## src/hdl/aba_pkg.sv

```systemverilog
// shared types and constants for the aligned bump allocator
// no dependencies; used by aligned_bump_allocator_top and the testbench

package aba_pkg;

   localparam int FIELD_BITS  = 24;
   localparam int ADDR_BITS   = 48;
   localparam int OFFSET_BITS = 24;
   localparam int ROUND_BITS  = FIELD_BITS + 1;
   localparam int SUM_BITS    = FIELD_BITS + 2;
   localparam int DIV_STEPS   = ROUND_BITS;
   localparam int CNT_BITS    = $clog2(DIV_STEPS);
   localparam int CSR_IDX_BITS = 2;

   // operation codes
   localparam logic [1:0] KIND_POW2  = 2'd0;
   localparam logic [1:0] KIND_ANY   = 2'd1;
   localparam logic [1:0] KIND_CLEAR = 2'd2;
   localparam logic [1:0] KIND_NOP   = 2'd3;

   // status codes
   localparam logic [1:0] STATUS_OK       = 2'd0;
   localparam logic [1:0] STATUS_OOM      = 2'd1;
   localparam logic [1:0] STATUS_NOT_POW2 = 2'd2;
   localparam logic [1:0] STATUS_ZERO     = 2'd3;

   // register indexes
   localparam logic [CSR_IDX_BITS-1:0] CSR_CAPACITY = CSR_IDX_BITS'(0);
   localparam logic [CSR_IDX_BITS-1:0] CSR_BASE     = CSR_IDX_BITS'(1);

   localparam logic [FIELD_BITS-1:0] CAPACITY_RESET = '1;

   typedef enum logic [2:0] {
      S_IDLE,
      S_DECODE,
      S_DIV_SIZE,
      S_DIV_OFS,
      S_CHECK
   } state_type;

   typedef struct packed {
      logic [1:0]            kind;
      logic [FIELD_BITS-1:0] request_bytes;
      logic [FIELD_BITS-1:0] align_bytes;
   } req_type;

   typedef struct packed {
      logic [1:0]            status;
      logic [FIELD_BITS-1:0] block_offset;
      logic [FIELD_BITS-1:0] block_bytes;
      logic [ADDR_BITS-1:0]  device_address;
   } rsp_type;

endpackage

```

## src/hdl/aligned_bump_allocator_top.sv

```systemverilog
// aligned bump allocator: one running offset over a configured byte region
// depends on aba_pkg (types, codes, widths)

// Linear allocator that hands out blocks from a region of capacity_bytes bytes
// starting at device address region_base. Each request beat carries a kind:
// power-of-two aligned allocate (mask rounding), any-alignment allocate
// (rounding through a bit-serial restoring divider), a clear of the running
// offset or an unused no-op kind. One request is worked on at a time; req_ready
// is high only while the sequencer is idle. From S_DECODE, clear, unused kind
// and alignment errors load the response register directly, power-of-two
// allocate goes on through S_CHECK, and any-alignment allocate goes through
// S_DIV_SIZE and S_DIV_OFS to S_CHECK, using the shared divider which retires
// one quotient bit per cycle and is run twice (once for the size, once for
// the offset). The response sits in an output register, so the next request
// may be accepted while a response beat still waits for rsp_ready; a finished
// request holds in its last state until that register frees. Configuration
// writes (csr_index 0 capacity, 1 region base, others ignored) are always
// taken and must only be issued while no request is outstanding.

module aligned_bump_allocator_top (
   input  logic                                  clock,
   input  logic                                  reset,
   input  logic                                  req_valid,
   output logic                                  req_ready,
   input  aba_pkg::req_type                      req_data,
   output logic                                  rsp_valid,
   input  logic                                  rsp_ready,
   output aba_pkg::rsp_type                      rsp_data,
   input  logic                                  csr_valid,
   output logic                                  csr_ready,
   input  logic [aba_pkg::CSR_IDX_BITS-1:0]      csr_index,
   input  logic [aba_pkg::ADDR_BITS-1:0]         csr_wdata
);

   // control state
   aba_pkg::state_type                  state_ff, state_in;
   logic                                rsp_valid_ff, rsp_valid_in;
   logic [aba_pkg::OFFSET_BITS-1:0]     next_ofs_ff, next_ofs_in;
   logic [aba_pkg::FIELD_BITS-1:0]      cap_ff;
   logic [aba_pkg::ADDR_BITS-1:0]       base_ff;
   logic [aba_pkg::CNT_BITS-1:0]        div_cnt_ff, div_cnt_in;

   // payload state
   aba_pkg::req_type                    req_ff, req_in;
   aba_pkg::rsp_type                    rsp_ff, rsp_in;
   logic [aba_pkg::ROUND_BITS-1:0]      sz_ff, sz_in;
   logic [aba_pkg::ROUND_BITS-1:0]      ofs_ff, ofs_in;
   logic [aba_pkg::ROUND_BITS-1:0]      div_num_ff, div_num_in;
   logic [aba_pkg::ROUND_BITS-1:0]      div_dvd_ff, div_dvd_in;
   logic [aba_pkg::FIELD_BITS-1:0]      div_rem_ff, div_rem_in;

   // datapath
   logic                                out_free;
   logic [aba_pkg::FIELD_BITS-1:0]      align_m1;
   logic                                not_pow2;
   logic [aba_pkg::ROUND_BITS-1:0]      mask_sz;
   logic [aba_pkg::ROUND_BITS-1:0]      mask_ofs;
   logic [aba_pkg::ROUND_BITS-1:0]      size_dvd;
   logic [aba_pkg::ROUND_BITS-1:0]      ofs_dvd;
   logic [aba_pkg::ROUND_BITS-1:0]      div_trial;
   logic                                div_ge;
   logic [aba_pkg::FIELD_BITS-1:0]      div_rem_next;
   logic [aba_pkg::ROUND_BITS-1:0]      div_round;
   logic [aba_pkg::SUM_BITS-1:0]        total;
   logic                                fits;

   assign req_ready = (state_ff == aba_pkg::S_IDLE);
   assign csr_ready = 1'b1;
   assign rsp_valid = rsp_valid_ff;
   assign rsp_data  = rsp_ff;

   // response register free this cycle (empty or being drained)
   assign out_free = !rsp_valid_ff || rsp_ready;

   // mask rounding for power-of-two alignments
   assign align_m1 = req_ff.align_bytes - aba_pkg::FIELD_BITS'(1);
   assign not_pow2 = |(align_m1 & req_ff.align_bytes);
   assign mask_sz  = ({1'b0, req_ff.request_bytes} + {1'b0, align_m1})
                     & ~{1'b0, align_m1};
   assign mask_ofs = ({1'b0, aba_pkg::FIELD_BITS'(next_ofs_ff)} + {1'b0, align_m1})
                     & ~{1'b0, align_m1};

   // dividends for round-up: v + a - 1 (alignment is nonzero here)
   assign size_dvd = {1'b0, req_ff.request_bytes} + {1'b0, align_m1};
   assign ofs_dvd  = {1'b0, aba_pkg::FIELD_BITS'(next_ofs_ff)} + {1'b0, align_m1};

   // one restoring divider step; only the remainder is needed since
   // ceil(v / a) * a equals (v + a - 1) minus its remainder
   assign div_trial    = {div_rem_ff, div_num_ff[aba_pkg::ROUND_BITS-1]};
   assign div_ge       = div_trial >= {1'b0, req_ff.align_bytes};
   assign div_rem_next = div_ge
                         ? aba_pkg::FIELD_BITS'(div_trial - {1'b0, req_ff.align_bytes})
                         : div_trial[aba_pkg::FIELD_BITS-1:0];
   assign div_round    = div_dvd_ff - {1'b0, div_rem_next};

   // fit test without wrap
   assign total = {1'b0, ofs_ff} + {1'b0, sz_ff};
   assign fits  = total <= {2'b00, cap_ff};

   always_comb begin
      state_in     = state_ff;
      rsp_valid_in = rsp_valid_ff;
      next_ofs_in  = next_ofs_ff;
      div_cnt_in   = div_cnt_ff;
      req_in       = req_ff;
      rsp_in       = rsp_ff;
      sz_in        = sz_ff;
      ofs_in       = ofs_ff;
      div_num_in   = div_num_ff;
      div_dvd_in   = div_dvd_ff;
      div_rem_in   = div_rem_ff;

      // drain the output register
      if (rsp_valid_ff && rsp_ready) begin
         rsp_valid_in = 1'b0;
      end

      unique case (state_ff)
         aba_pkg::S_IDLE: begin
            if (req_valid) begin
               req_in   = req_data;
               state_in = aba_pkg::S_DECODE;
            end
         end

         aba_pkg::S_DECODE: begin
            priority if (req_ff.kind == aba_pkg::KIND_CLEAR) begin
               if (out_free) begin
                  next_ofs_in  = '0;
                  rsp_in       = '{aba_pkg::STATUS_OK, '0, '0, base_ff};
                  rsp_valid_in = 1'b1;
                  state_in     = aba_pkg::S_IDLE;
               end
            end else if (req_ff.kind == aba_pkg::KIND_NOP) begin
               if (out_free) begin
                  rsp_in       = '{aba_pkg::STATUS_OK, '0, '0, '0};
                  rsp_valid_in = 1'b1;
                  state_in     = aba_pkg::S_IDLE;
               end
            end else if (req_ff.align_bytes == '0) begin
               // zero alignment is checked first in both modes
               if (out_free) begin
                  rsp_in       = '{aba_pkg::STATUS_ZERO, '0, '0, '0};
                  rsp_valid_in = 1'b1;
                  state_in     = aba_pkg::S_IDLE;
               end
            end else if (req_ff.kind == aba_pkg::KIND_POW2) begin
               if (not_pow2) begin
                  if (out_free) begin
                     rsp_in       = '{aba_pkg::STATUS_NOT_POW2, '0, '0, '0};
                     rsp_valid_in = 1'b1;
                     state_in     = aba_pkg::S_IDLE;
                  end
               end else begin
                  sz_in    = mask_sz;
                  ofs_in   = mask_ofs;
                  state_in = aba_pkg::S_CHECK;
               end
            end else begin
               // any alignment: divide the size first
               div_num_in = size_dvd;
               div_dvd_in = size_dvd;
               div_rem_in = '0;
               div_cnt_in = aba_pkg::CNT_BITS'(aba_pkg::DIV_STEPS - 1);
               state_in   = aba_pkg::S_DIV_SIZE;
            end
         end

         aba_pkg::S_DIV_SIZE: begin
            div_num_in = div_num_ff << 1;
            div_rem_in = div_rem_next;
            div_cnt_in = div_cnt_ff - aba_pkg::CNT_BITS'(1);
            if (div_cnt_ff == '0) begin
               sz_in      = div_round;
               // reload for the offset
               div_num_in = ofs_dvd;
               div_dvd_in = ofs_dvd;
               div_rem_in = '0;
               div_cnt_in = aba_pkg::CNT_BITS'(aba_pkg::DIV_STEPS - 1);
               state_in   = aba_pkg::S_DIV_OFS;
            end
         end

         aba_pkg::S_DIV_OFS: begin
            div_num_in = div_num_ff << 1;
            div_rem_in = div_rem_next;
            div_cnt_in = div_cnt_ff - aba_pkg::CNT_BITS'(1);
            if (div_cnt_ff == '0) begin
               ofs_in   = div_round;
               state_in = aba_pkg::S_CHECK;
            end
         end

         aba_pkg::S_CHECK: begin
            if (out_free) begin
               if (fits) begin
                  // total <= capacity, so offset and size fit the field width
                  next_ofs_in = aba_pkg::OFFSET_BITS'(total);
                  rsp_in      = '{aba_pkg::STATUS_OK,
                                  ofs_ff[aba_pkg::FIELD_BITS-1:0],
                                  sz_ff[aba_pkg::FIELD_BITS-1:0],
                                  base_ff + aba_pkg::ADDR_BITS'(ofs_ff[aba_pkg::FIELD_BITS-1:0])};
               end else begin
                  rsp_in = '{aba_pkg::STATUS_OOM, '0, '0, '0};
               end
               rsp_valid_in = 1'b1;
               state_in     = aba_pkg::S_IDLE;
            end
         end

         default: begin
            state_in = aba_pkg::S_IDLE;
         end
      endcase
   end

   // control registers
   always_ff @(posedge clock) begin
      if (reset) begin
         state_ff     <= aba_pkg::S_IDLE;
         rsp_valid_ff <= 1'b0;
         next_ofs_ff  <= '0;
         div_cnt_ff   <= '0;
      end else begin
         state_ff     <= state_in;
         rsp_valid_ff <= rsp_valid_in;
         next_ofs_ff  <= next_ofs_in;
         div_cnt_ff   <= div_cnt_in;
      end
   end

   // configuration registers
   always_ff @(posedge clock) begin
      if (reset) begin
         cap_ff  <= aba_pkg::CAPACITY_RESET;
         base_ff <= '0;
      end else if (csr_valid && csr_ready) begin
         if (csr_index == aba_pkg::CSR_CAPACITY) begin
            cap_ff <= csr_wdata[aba_pkg::FIELD_BITS-1:0];
         end
         if (csr_index == aba_pkg::CSR_BASE) begin
            base_ff <= csr_wdata;
         end
      end
   end

   // payload registers
   always_ff @(posedge clock) begin
      req_ff     <= req_in;
      rsp_ff     <= rsp_in;
      sz_ff      <= sz_in;
      ofs_ff     <= ofs_in;
      div_num_ff <= div_num_in;
      div_dvd_ff <= div_dvd_in;
      div_rem_ff <= div_rem_in;
   end

endmodule

```

## config.mk

```make
export PLATFORM = sky130hd
export DESIGN_NAME = aligned_bump_allocator_top
export DESIGN_NICKNAME = d
export VERILOG_FILES = /design/src/hdl/aba_pkg.sv /design/src/hdl/aligned_bump_allocator_top.sv
export SDC_FILE = /design/constraint.sdc
export NUM_CORES = 1
export LEC_CHECK = 0
export BUFFER_PORTS_ARGS = -buffer_cell sky130_fd_sc_hd__buf_4
export CAP_MARGIN = 40
export CELL_PAD_IN_SITES_DETAIL_PLACEMENT = 1
export CELL_PAD_IN_SITES_GLOBAL_PLACEMENT = 1
export CORE_MARGIN = 1.5
export CORE_UTILIZATION = 51
export CTS_CLUSTER_SIZE = 10
export DETAILED_ROUTE_END_ITERATION = 12
export GPL_ROUTABILITY_DRIVEN = 0
export PLACE_DENSITY_LB_ADDON = 0.1
export SLEW_MARGIN = 10
export SYNTH_ARGS = -nofsm -noshare
export SYNTH_HDL_FRONTEND = slang
export SYNTH_SLANG_ARGS = --single-unit
```

## constraint.sdc

```tcl
create_clock -name clock -period 19.3 [get_ports clock]
set_clock_uncertainty 0.2 [all_clocks]
set_input_delay 0 -clock clock [delete_from_list [all_inputs] [get_ports clock]]
set_output_delay 0 -clock clock [all_outputs]
set_load 0.01 [all_outputs]
```

==> Word-level counts from Yosys, hierarchy flattened <==
Cells that the tools add are included.
{ "op_classes": {"add_sub_neg": 8, "n_mul": 0, "div_mod_pow": 0, "order_cmp": 2, "n_eq_ne": 26, "n_shift": 0, "mux": 69, "n_bitwise": 4, "n_reduce_logical": 23} }
{ "ops": {"columns": ["operator", "count"], "rows": [
  ["98-bit 2-to-1 mux", 10],
  ["25-bit 2-to-1 mux", 17],
  ["24-bit 2-to-1 mux", 10],
  ["98-bit case mux with 2 select lines", 1],
  ["25-bit case mux with 2 select lines", 3],
  ["97-bit 2-to-1 mux", 1],
  ["25-bit case mux with 3 select lines", 1],
  ["24-bit case mux with 3 select lines", 1],
  ["24-bit by 24-bit adder with 25-bit output", 2],
  ["25-bit AND", 2],
  ["48-bit by 24-bit adder with 48-bit output", 1],
  ["24-bit case mux with 2 select lines", 1],
  ["3-bit 2-to-1 mux", 9],
  ["25-bit by 25-bit adder with 26-bit output", 1],
  ["26-bit by 24-bit less-or-equal comparator with 1-bit output", 1],
  ["2-bit inequality test, second input constant", 13],
  ["25-bit by 24-bit >= comparator with 1-bit output", 1],
  ["5-bit 2-to-1 mux", 5],
  ["24-bit inverter with 25-bit output", 1],
  ["25-bit by 24-bit subtractor with 25-bit output", 1],
  ["24-bit AND", 1],
  ["24-bit logical NOT", 1],
  ["24-bit OR reduction", 1],
  ["24-bit by 1-bit subtractor with 24-bit output, second input constant", 1],
  ["28 further kinds", 46]
]} }
{ "totals": {"register_bits": 377, "latchBits": 0, "ram_bits": 0, "mem_bits_ro": 0, "input_bits": 105, "out_inout_bits": 101, "wordCells": 150, "memories": 0} }

==> Depth between registers and ports, before layout <==
Gate-level depths: netlist of the first run.
{ "logic_depth": {"depth_word": 9, "mapped_depth": 24, "depth_no_buf": 23} }

==> Least setup slack after synthesis of the first run <==
Ideal clock, no wire load.
{ "synth_timing": {"kind": "register to register", "startpoint": "register req_ff[4] (netlist name)", "endpoint": "register rsp_ff, in the netlist rsp_data[0], enable pin", "setup_time_ns": 0.555, "arrival_time_ns": 5.987, "t_required_ns": 18.545, "slack_ns": 12.558, "stages_incl_launch_ff": 10, "path_buffers": 0, "synth_period_minus_slack_ns": 6.742, "path_cell_list": "edfxtp_1 > or4_1 > nor4_2 > nand2_1 > nor2_1 > nor2_1 > o21a_1 > o21ai_0 > nand2b_1 > nor2_1"} }
{ "synth_between": {"elab_chain_len": 5, "elab_cells_between_ends": 9, "cone_classes": "1 x add/sub; 4 x eq/ne; 1 x bitwise; 3 x reduce/logical"} }
{ "synth_rtl": {"columns": ["element", "line_no", "text"], "rows": [
  ["from (decl)", "aligned_bump_allocator_top.sv:44", "aba_pkg::req_type req_ff, req_in;"],
  ["from (signal assigned)", "aligned_bump_allocator_top.sv:249", "req_ff <= req_in;"],
  ["24-bit by 1-bit subtractor with 24-bit output", "aligned_bump_allocator_top.sv:76", "assign align_m1 = req_ff.align_bytes - aba_pkg::FIELD_BITS'(1);"],
  ["24-bit AND", "aligned_bump_allocator_top.sv:77", "assign not_pow2 = |(align_m1 & req_ff.align_bytes);"],
  ["24-bit OR reduction", "aligned_bump_allocator_top.sv:77", null],
  ["5-bit inequality test (no line) / 4-bit inequality test (equally long branches)", null, null],
  ["8-bit AND reduction (no line) *", null, null],
  ["to (signal assigned)", "aligned_bump_allocator_top.sv:250", "rsp_ff <= rsp_in;"],
  ["to (decl)", "aligned_bump_allocator_top.sv:45", "aba_pkg::rsp_type rsp_ff, rsp_in;"]
]} }
Every way passes the cells marked *; elsewhere a longest branch is shown, timed or not.
A chain may end at the register's enable or synchronous reset.

==> results of run 1 <==
==> cell usage after synthesis (12+ instances only) <==
| master | count |
|---|---|
| o22ai_1 | 33 |
| o21a_1 | 19 |
| or3_1 | 13 |
| nand4_1 | 28 |
| nor3_1 | 27 |
| dfxtp_1 | 105 |
| mux2i_1 | 35 |
| ha_1 | 197 |
| o211ai_1 | 12 |
| a211o_1 | 29 |
| nor2_1 | 167 |
| nand3_1 | 61 |
| a21oi_1 | 185 |
| o21ai_0 | 115 |
| xnor2_1 | 76 |
| nand2b_1 | 54 |
| and3_1 | 73 |
| clkbuf_1 | 75 |
| a21o_1 | 70 |
| o21ai_1 | 16 |
| edfxtp_1 | 272 |
| inv_1 | 128 |
| o2bb2ai_1 | 23 |
| a31oi_1 | 20 |
| nand2_1 | 309 |
| nor2b_1 | 16 |
| xor2_1 | 49 |
| a211oi_1 | 24 |
| o21bai_1 | 19 |
==> what timing repair did <==
action / CTS / global route
endpoints found under the hold margin: 152 / 0
hold buffers: 211 / 0
gates resized for setup: 0 / 0
==> final timing paths <==
check                           startpoint                        to  slack [ps]  depth (start not counted)
setup / recovery       ofs_ff[0]$_DFFE_PP_    rsp_data[34]$_DFFE_PP_       12560                         23
setup reg to reg       ofs_ff[0]$_DFFE_PP_    rsp_data[34]$_DFFE_PP_       12560                         23
hold reg to reg   base_ff[10]$_SDFFE_PP0P_  base_ff[10]$_SDFFE_PP0P_         280                          2
hold / removal               csr_wdata[35]  base_ff[35]$_SDFFE_PP0P_          30                          4
==> metal layers <==
layer / up-vias / global-route usage / wire length, um
met4: 4 / 0.1389 / 3321
met1: 10660 / 0.4465 / 34290
met5: - / 0 / 31
li1: 9571 / - / -
met3: 216 / 0.05025 / 5075
met2: 858 / 0.6537 / 43430
==> worst register-to-register path: cells and delay by family (launching register included) <==
family          cells  cell delay [ps]
flops               1              420
fa+ha+maj           3              800
xor+xnor            1              190
buf+inv             3              990
compound gates     11             2780
simple gates        5             1160
==> state kept, by name, indices dropped and copies added, names as in the netlist <==
signal,flops
next_ofs_ff,24
rsp_data,98
ofs_ff,25
req_ff,50
sz_ff,25
div_cnt_ff,5
cap_ff,24
div_rem_ff,24
base_ff,48
div_dvd_ff,25
div_num_ff,25
rsp_valid,1
state_ff,3
==> cell type report <==
cell class / instances / area (um2) / share of cell area
Tap cell: 592 / 740.7 / 0.02563
Sequential cell: 377 / 10270 / 0.3554
Multi-Input combinational cell: 1808 / 12120 / 0.4196
Timing Repair Buffer: 445 / 3950 / 0.1367
Clock inverter: 9 / 70.07 / 0.002425
Inverter: 128 / 480.5 / 0.01663
Clock buffer: 73 / 1262 / 0.04369
==> logic make-up after synthesis <==
kind of cell	synth area share
XOR/XNOR	0.04787
multiplexers	0.01687
flip-flops	0.4425
AO/OA/AOI/OAI	0.1835
adder cells (fa/ha/maj)	0.1114
buffers and inverters	0.03790
AND/OR/NAND/NOR	0.1598
other	0.0001616
==> per-stage QoR <==
stage	setup slack (ps)	total power [uW]	instance area [um2]
2_1_floorplan	12560	1370	23210
3_3_place_gp	13110	1537	25310
3_5_place_dp	13040	1567	25440
4_1_cts	12940	2404	28890
5_1_grt	12410	2518	28900
6_report	12560	2435	28900
==> power by group through the flow <==
stage / Clock, uW / Sequential [uW] / Combinational, uW
final: 815 / 965 / 655
after global routing: 844 / 968 / 705
after CTS: 810 / 963 / 631
after detailed placement: 0 / 979 / 589
after global placement: 0 / 977 / 560
after floorplan: 0 / 976 / 394
==> results.ini, run 1 <==
[finish]
nNetsFinal=3114
final_cell_mix=nand2_1 (308), edfxtp_1 (272), buf_4 (227), dlygate4sd3_1 (210), ha_1 (197)
postLayoutCoreUtil=0.6478
nFillCells=4907
diodes=0
layout_commonest_cell=nand2_1
syn2layout_area_growth_pct=24.51
fin_cells=3432
drive_above_1_share=0.1211

[logic_synthesis]
synth.distinct_cells=88
syn_inst=2405
synth_edf_count=272
yosys_most_used_dff=edfxtp_1
syn_area_mm2=0.02321
syn_area_per_cell_um2=9.650
async_flop_share=0
yosysWarnings=0
synth_top_area_share=0.3519
yosysSeqAreaShare=0.4425
synth_top_area_cell=edfxtp_1
ys_ff_latch=377
yosys-top-cells-area=edfxtp_1 (35%), ha_1 (11%), dfxtp_1 (9.1%)
synth_fp_nets=2713

[route]
vias=21310
final_antenna_net_count=0
first_pass_iters=7
drc=0
drtIter0Drc=1627
totalWireLength_um=86150
wl_per_cell_um=25.10
avgViaCountPerCell=6.210

[grt]
antenna_found_initial=3
grt-ovfl-total=0
grt_usage=0.3659
grt_pass1_wl_um=132500
grt_max_degree=58
grt_pass1_vias=22580

[critical_path]
path_common_cell=a21oi_1
cpPeakStageDelay_ps=490
crit_chain=ha_1, inv_1, fa_1, nor2b_1, o31ai_1, a21oi_1, o21ai_0, nand2_1, a31oi_1, o21bai_1, a21oi_1, xnor2_1, ha_1, nor3_1, a211oi_1, a211oi_1, nand3_1, a2111oi_4, buf_4, and2_1, buf_4, a21oi_1, a21oi_1
slowest_stage=buf_4
startpoint_type=flop
crit_family=compound AO/OA/AOI/OAI gates
cp-end-kind=flop
cp_max_fo=48
crit_arrival_ps=6940
crit_type=flop to flop
crit_buf_inv=3
crit_required_ps=19500

[floorplan]
dieArea_mm2=0.04680
rows=77
ioPinCount=206
die_w_um=216.3
core-area_mm2=0.04461
die_h_um=216.3
initial_core_util=0.5203

[clock_tree]
h-tree-depth=2
clock_latency_ps=600
clock_sinks=377
cts_tree=yes
cts_buffer_depth=3
cts_setup_buffers=0
clkSlewWorstSetupHoldPaths_ps=70
root_buffer=clkbuf_16
cts_buffers=46

[timing]
rsz0062_at_grt=no
fin_crit_ps=6741
period_share=0.3493
tightestPinTransition_ps=900.7
setup_violations=0
slew_headroom=0.3995
fin_setup_tns_ps=0
hold_viol_final=0
slew_viol_final=0
hold_ws_ps=31.70
fmax_mhz=148.3

[power]
peakVddDrop_uv=73.86
power.density_mw_per_mm2=84.25
p_switching_uw=797.7
p_int_uw=1637
pwr-share-seq=0.396
p_leak_uw=0.01217
pwr-share-comb=0.269
swShare=0.3276
clkPwrFrac=0.335

[place]
placed_cells=3138
port_buffers=204
place_hpwl_um=56800

[hold_path]
min_path_type=primary input to flop

[job]
drv_cap=0

[status]
status=complete, no violations

No activity file was read; power rests on OpenSTA's default activity.
==> run 2, diff against run 1 <==
--- a/config.mk
+++ b/config.mk
@@ -10,7 +10,7 @@
 export CELL_PAD_IN_SITES_DETAIL_PLACEMENT = 1
 export CELL_PAD_IN_SITES_GLOBAL_PLACEMENT = 1
 export CORE_MARGIN = 1.5
-export CORE_UTILIZATION = 51
+export CORE_UTILIZATION = 47
 export CTS_CLUSTER_SIZE = 10
 export DETAILED_ROUTE_END_ITERATION = 12
 export GPL_ROUTABILITY_DRIVEN = 0
==> constraint.sdc (replaced) <==
create_clock -name clock -period 6.3 [get_ports clock]
set_clock_uncertainty 0.2 [all_clocks]
set_input_delay 0 -clock clock [delete_from_list [all_inputs] [get_ports clock]]
set_output_delay 0 -clock clock [all_outputs]
set_load 0.01 [all_outputs]
==> run 2 against run 1 <==
Register-to-register slack lost 12000 ps. Cell count grew 2.5%. Count of clock-buffer cells in the layout shrank 1. Worst hold slack lost 23 ps. Critical path type unchanged. Largest cell class unchanged. Largest power group unchanged. Highest routed layer is now met4.
==> results.ini, run 2 (synthesis results as in run 1) <==
[status]
status=complete, no violations

[critical_path]
crit_type=flop to flop
crit_arrival_ps=6190  ; -750 ps
r2r_start=req_ff[1]$_DFFE_PP_
critPathLaunch=req_ff[1]$_DFFE_PP_
crit_required_ps=6430  ; -13070 ps
cp-end-kind=flop
startpoint_type=flop
slowest_stage=a2111o_1
cp_max_fo=14  ; -71%
crit_chain=inv_1, ha_1, nor2b_1, o2111ai_1, a31oi_2, a21o_4, a31oi_4, o21ai_2, o21a_1, buf_4, mux2i_2, ha_1, a21o_1, o311ai_1, a21oi_1, o41ai_2, buf_4, o21ai_1, a2111o_1, a21oi_1, xor2_1, o22ai_1
cpPeakStageDelay_ps=400  ; -90 ps

[grt]
grt_max_degree=99  ; +71%
met2_usage=0.5522  ; -0.1016
met1_usage=0.3866  ; -0.05992
antenna_found_initial=1  ; -2
grtUsageMet3=0.03155  ; -0.01869
grt-ovfl-total=0  ; unchanged
grt_busiest_layer=met2
grt_pass1_vias=21700  ; -3.9%
grt_pass1_wl_um=121600  ; -8.2%
grt_usage=0.3105  ; -0.05532

[route]
totalWireLength_um=79340  ; -7.9%
drtIter0Drc=1221  ; -25%
drc=0  ; unchanged
final_antenna_net_count=0  ; unchanged
vias=20490  ; -3.9%
avgViaCountPerCell=5.822  ; -6.2%
wl_per_cell_um=22.55  ; -10%
first_pass_iters=5  ; -2

[floorplan]
initial_core_util=0.4751  ; -0.04519
rows=81  ; +5.2%
die_w_um=225.2  ; +4.1%
dieArea_mm2=0.05072  ; +8.4%
core-area_mm2=0.04885  ; +9.5%
ioPinCount=206  ; unchanged
die_h_um=225.2  ; +4.1%

[finish]
final_cell_mix=nand2_1 (308), edfxtp_1 (272), buf_4 (233), dlygate4sd3_1 (219), ha_1 (197)
syn2layout_area_growth_pct=25.86
fin_area_mm2=0.02921  ; +1.1%
drive_above_1_share=0.1240  ; +0.002910
layout_commonest_cell=nand2_1
nFillCells=5460  ; +11%
nNetsFinal=3128  ; +0.45%
largest_register_ffs=98  ; unchanged
fin_cells=3519  ; +2.5%

[job]
drv_cap=0  ; unchanged

[timing]
slew_headroom=0.4240  ; +0.02448
hold_viol_final=0  ; unchanged
tightestPinTransition_ps=864.0  ; -36.72 ps
rsz0062_at_grt=yes
fmax_mhz=165.1  ; +11%
period_share=0.9612  ; +0.6119
fin_crit_ps=6056  ; -685.5 ps
setup_violations=0  ; unchanged
slew_viol_final=0  ; unchanged

[clock_tree]
root_buffer=clkbuf_16
h-tree-depth=2  ; unchanged
clock_sinks=377  ; unchanged
cts_setup_buffers=0  ; unchanged
cts_buffers=46  ; unchanged
clkSlewWorstSetupHoldPaths_ps=60  ; about the same
clock_latency_ps=610  ; about the same
cts_tree=yes
cts_buffer_depth=3  ; unchanged

[power]
peakVddDrop_uv=190.7  ; +160%
total_power_uw=7497  ; +210%
power.density_mw_per_mm2=256.7  ; +200%
p_leak_uw=0.01224  ; +0.60%

[place]
postPlaceCellArea_mm2=0.02560  ; +0.65%
placed_cells=3217  ; +2.5%
place_hpwl_um=56000  ; -1.4%
port_buffers=204  ; unchanged

[hold_path]
worstHoldStart=csr_wdata[28]
min_path_type=primary input to flop

-- run 2: power breakdown --
| group | internal (uW) | switching, uW |
|---|---|---|
| sequential | 2860 | 86.9 |
| combinational | 787 | 1210 |
| clock | 1440 | 1110 |
-- run 2: per-layer routing --
| metal | up-vias | wire length, um |
|---|---|---|
| met2 | 588 | 39260 |
| met1 | 10140 | 33820 |
| met3 | 154 | 3343 |
| met5 | - | 0 |
| met4 | 0 | 2910 |
| li1 | 9604 | - |
-- run 2: path summary, 6_finish.rpt --
path / to / slack, ps / depth (start not counted)
max: sz_ff[23]$_DFFE_PP_ / 240 / 22
min: base_ff[28]$_SDFFE_PP0P_ / 9 / 4
max reg2reg: sz_ff[23]$_DFFE_PP_ / 240 / 22
min reg2reg: base_ff[15]$_SDFFE_PP0P_ / 280 / 2
-- run 2: what timing repair did --
item                       in CTS  in global routing
hold endpoints to repair      157                  0
setup endpoints to repair       0                 12
hold buffers                  219                  0
gates resized for setup         0                  4
-- run 2: cell type report --
cell class                      instances  area, um2  area share
Tap cell                              664      830.8     0.02844
Sequential cell                       377      10270      0.3516
Multi-Input combinational cell       1808      12140      0.4155
Clock inverter                         10      115.1    0.003941
Inverter                              128      480.5     0.01645
Timing Repair Buffer                  459       4096      0.1402
Clock buffer                           72       1279     0.04378
Antenna cell                            1      2.502  0.00008567
-- run 2: worst max-delay path: cells and delay by family, from the launching register on --
| family | cells | cell delay (ps) |
|---|---|---|
| compound gates | 14 | 3100 |
| fa+ha+maj | 2 | 680 |
| buf+inv | 3 | 640 |
| flops | 1 | 370 |
| mux | 1 | 350 |
| simple gates | 1 | 210 |
| xor+xnor | 1 | 210 |
-- run 2: through the flow --
step	hold WS [ps]	TNS, ps	worst slack, ps	util
after CTS	1.308	0	87.24	0.5976
after detailed placement	-20.44	0	224.5	0.5242
final	9.167	0	244.3	0.5979
after floorplan	-101.1	0	1029	-
after global placement	-22.13	0	453.0	0.5221
after global routing	32.31	-5.076	-5.076	0.5979
==> run 3, diff against run 2 <==
--- a/config.mk
+++ b/config.mk
@@ -14,7 +14,7 @@
 export CTS_CLUSTER_SIZE = 10
 export DETAILED_ROUTE_END_ITERATION = 12
 export GPL_ROUTABILITY_DRIVEN = 0
-export PLACE_DENSITY_LB_ADDON = 0.1
+export PLACE_DENSITY = 0.87
 export SLEW_MARGIN = 10
 export SYNTH_ARGS = -nofsm -noshare
 export SYNTH_HDL_FRONTEND = slang
==> run 3 against run 2 <==
Worst hold slack improved by 27 ps. Highest routed layer unchanged. Non-clock buffer count up 3. Critical path type unchanged. Routed wire length up 11%.
==> results.ini, run 3 (synthesis results as in run 1) <==
[critical_path]
startpoint_type=flop
crit_required_ps=6570  ; +140 ps
critPathLaunch=ofs_ff[0]$_DFFE_PP_
crit_family=compound AO/OA/AOI/OAI gates
cpPeakStageDelay_ps=490  ; +90 ps
r2r_start=ofs_ff[0]$_DFFE_PP_
rr_worst_depth=22  ; unchanged
crit_cells=22  ; unchanged
slowest_stage=a2111oi_4
ff2ff_setup_slack_ps=90  ; -150 ps
cp_max_fo=24  ; +10
cp-end-kind=flop
crit_buf_inv=2  ; -1
crit_chain=ha_1, inv_1, fa_1, nor2b_1, o31ai_1, a21oi_1, o21ai_2, nand2_1, a31oi_1, o21bai_1, a21oi_1, xnor2_1, ha_1, nor3_1, a211oi_1, a211oi_1, nand3_1, a2111oi_4, nand2_2, a21oi_2, buf_4, o32ai_1
crit_type=flop to flop
crit_arrival_ps=6470  ; +280 ps

[finish]
nNetsFinal=3131  ; +0.096%
drive_above_1_share=0.1254  ; +0.001402
largest_register_ffs=98  ; unchanged
layout_commonest_cell=nand2_1
nFillCells=5375  ; -1.6%
syn2layout_area_growth_pct=25.75  ; about the same
final_cell_mix=nand2_1 (309), edfxtp_1 (272), buf_4 (231), dlygate4sd3_1 (225), ha_1 (197)
fin_area_mm2=0.02919  ; about the same
diodes=0  ; -1
postLayoutCoreUtil=0.5975  ; about the same

[clock_tree]
root_buffer=clkbuf_16
h-tree-depth=2  ; unchanged
clkSlewWorstSetupHoldPaths_ps=60  ; about the same
clock_sinks=377  ; unchanged
cts_tree=yes
clock_latency_ps=600  ; about the same
cts_buffers=46  ; unchanged
cts_buffer_depth=3  ; unchanged

[power]
p_int_uw=5033  ; -1.1%
power.density_mw_per_mm2=256.3  ; -0.13%
pwr-share-seq=0.396  ; +0.002
p_leak_uw=0.01220  ; -0.37%
swShare=0.3272  ; +0.006223
p_switching_uw=2448  ; +1.7%
clkPwrFrac=0.332  ; -0.008
peakVddDrop_uv=186.1  ; -2.4%
pwr-share-comb=0.272  ; +0.006

[timing]
slew_headroom=0.4037  ; -0.02033
tightestPinTransition_ps=893.3  ; +29.28 ps
period_share=0.9852  ; +0.02403
hold_viol_final=0  ; unchanged
setup_violations=0  ; unchanged
fin_crit_ps=6207  ; +151.4 ps
setup_ws_ps=92.94  ; -151.4 ps
fmax_mhz=161.1  ; -2.4%
fin_setup_tns_ps=0  ; unchanged
slew_viol_final=0  ; unchanged
hold_ws_ps=35.79  ; +26.63 ps

[floorplan]
die_w_um=225.2  ; unchanged
core-area_mm2=0.04885  ; unchanged
rows=81  ; unchanged
initial_core_util=0.4751  ; unchanged
die_h_um=225.2  ; unchanged
ioPinCount=206  ; unchanged
dieArea_mm2=0.05072  ; unchanged

[route]
totalWireLength_um=87990  ; +11%
first_pass_iters=7  ; +2
drtIter0Drc=2142  ; +75%
final_antenna_net_count=0  ; unchanged
wl_per_cell_um=25.01  ; +11%
drc=0  ; unchanged
avgViaCountPerCell=6.115  ; +5.0%
vias=21510  ; +5.0%

[grt]
grt_pass1_vias=22820  ; +5.2%
grt_pass1_wl_um=132400  ; +8.9%
antenna_found_initial=0  ; -1
grt_usage=0.3395  ; +0.02900
grt_max_degree=99  ; unchanged
grt-ovfl-total=0  ; unchanged

[place]
port_buffers=204  ; unchanged
postPlaceCellArea_mm2=0.02552  ; -0.33%
place_hpwl_um=58040  ; +3.6%
pre_cts_slack_ps=102.0  ; -122.4 ps

[status]
status=complete, no violations

[hold_path]
min_path_type=primary input to flop
worstHoldStart=csr_index[0]
min_path_cells=4  ; unchanged

[job]
drv_cap=0  ; unchanged

run 3: cell types whose count changed in the layout (fill, tap and decap cells not counted), moves of 2 or more:
cell | before | now
clkinv_8 | 0 | 2
dlygate4sd3_1 | 219 | 225
o21ai_2 | 5 | 7
buf_12 | 5 | 2
buf_4 | 233 | 231
clkbuf_1 | 23 | 21
clkinv_1 | 3 | 1
clkinv_2 | 3 | 8
clkbuf_8 | 3 | 1
a21oi_2 | 4 | 6
run 3: routing by layer:
layer,vias to the layer above,global-route usage,wire length [um]
li1,9599,-,-
met1,10640,0.4008,33910
met2,988,0.5932,42770
met3,287,0.05033,6289
met4,0,0.1858,5019
met5,-,0,0
run 3: cell type report:
class / instances / area [um2] / share of cell area
inverter: 128 / 480.5 / 0.01646
timing repair buffer: 462 / 4110 / 0.1408
clock inverter: 11 / 76.32 / 0.002615
clock buffer: 68 / 1255 / 0.04300
multi-input combinational: 1808 / 12160 / 0.4167
sequential: 377 / 10270 / 0.3519
tap: 664 / 830.8 / 0.02847
run 3: worst register-to-register path: stages (launching register included):
cell and delay [ps]:
edfxtp_1 430, ha_1 240, inv_1 80, fa_1 200, nor2b_1 70, o31ai_1 260, a21oi_1 170, o21ai_2 260
nand2_1 200, a31oi_1 320, o21bai_1 110, a21oi_1 240, xnor2_1 230, ha_1 320, nor3_1 260, a211oi_1 150
a211oi_1 350, nand3_1 230, a2111oi_4 490, nand2_2 490, a21oi_2 280, buf_4 350, o32ai_1 150
run 3: what timing repair did:
item / CTS / global route
pin swaps: 0 / 2
resized for setup: 1 / 17
endpoints found under the setup margin: 4 / 75
buffers inserted: 0 / 1
hold endpoints to repair: 152 / 0
cloned: 0 / 0
hold buffers: 225 / 0
run 3: worst paths after layout:
kind,end
worst min register to register,base_ff[4]$_SDFFE_PP0P_
worst min-delay path,base_ff[43]$_SDFFE_PP0P_
worst max-delay path,next_ofs_ff[1]$_SDFFE_PP0P_
worst max register to register,next_ofs_ff[1]$_SDFFE_PP0P_
run 3: power by group through the flow:
stage / Clock (uW) / Sequential [uW] / Combinational [uW]
finish: 2490 / 2960 / 2030
detailed placement: 0 / 3000 / 1810
global route: 2580 / 2970 / 2170
floorplan: 0 / 2990 / 1210
CTS: 2470 / 2960 / 1940
global placement: 0 / 3000 / 1690
run 3: metrics by stage:
step / total power [uW] / instances
final: 7481 / 3518
after CTS: 7369 / 3517
after detailed placement: 4812 / 3213
after floorplan: 4194 / 2405
after global placement: 4689 / 3209
after global routing: 7723 / 3518
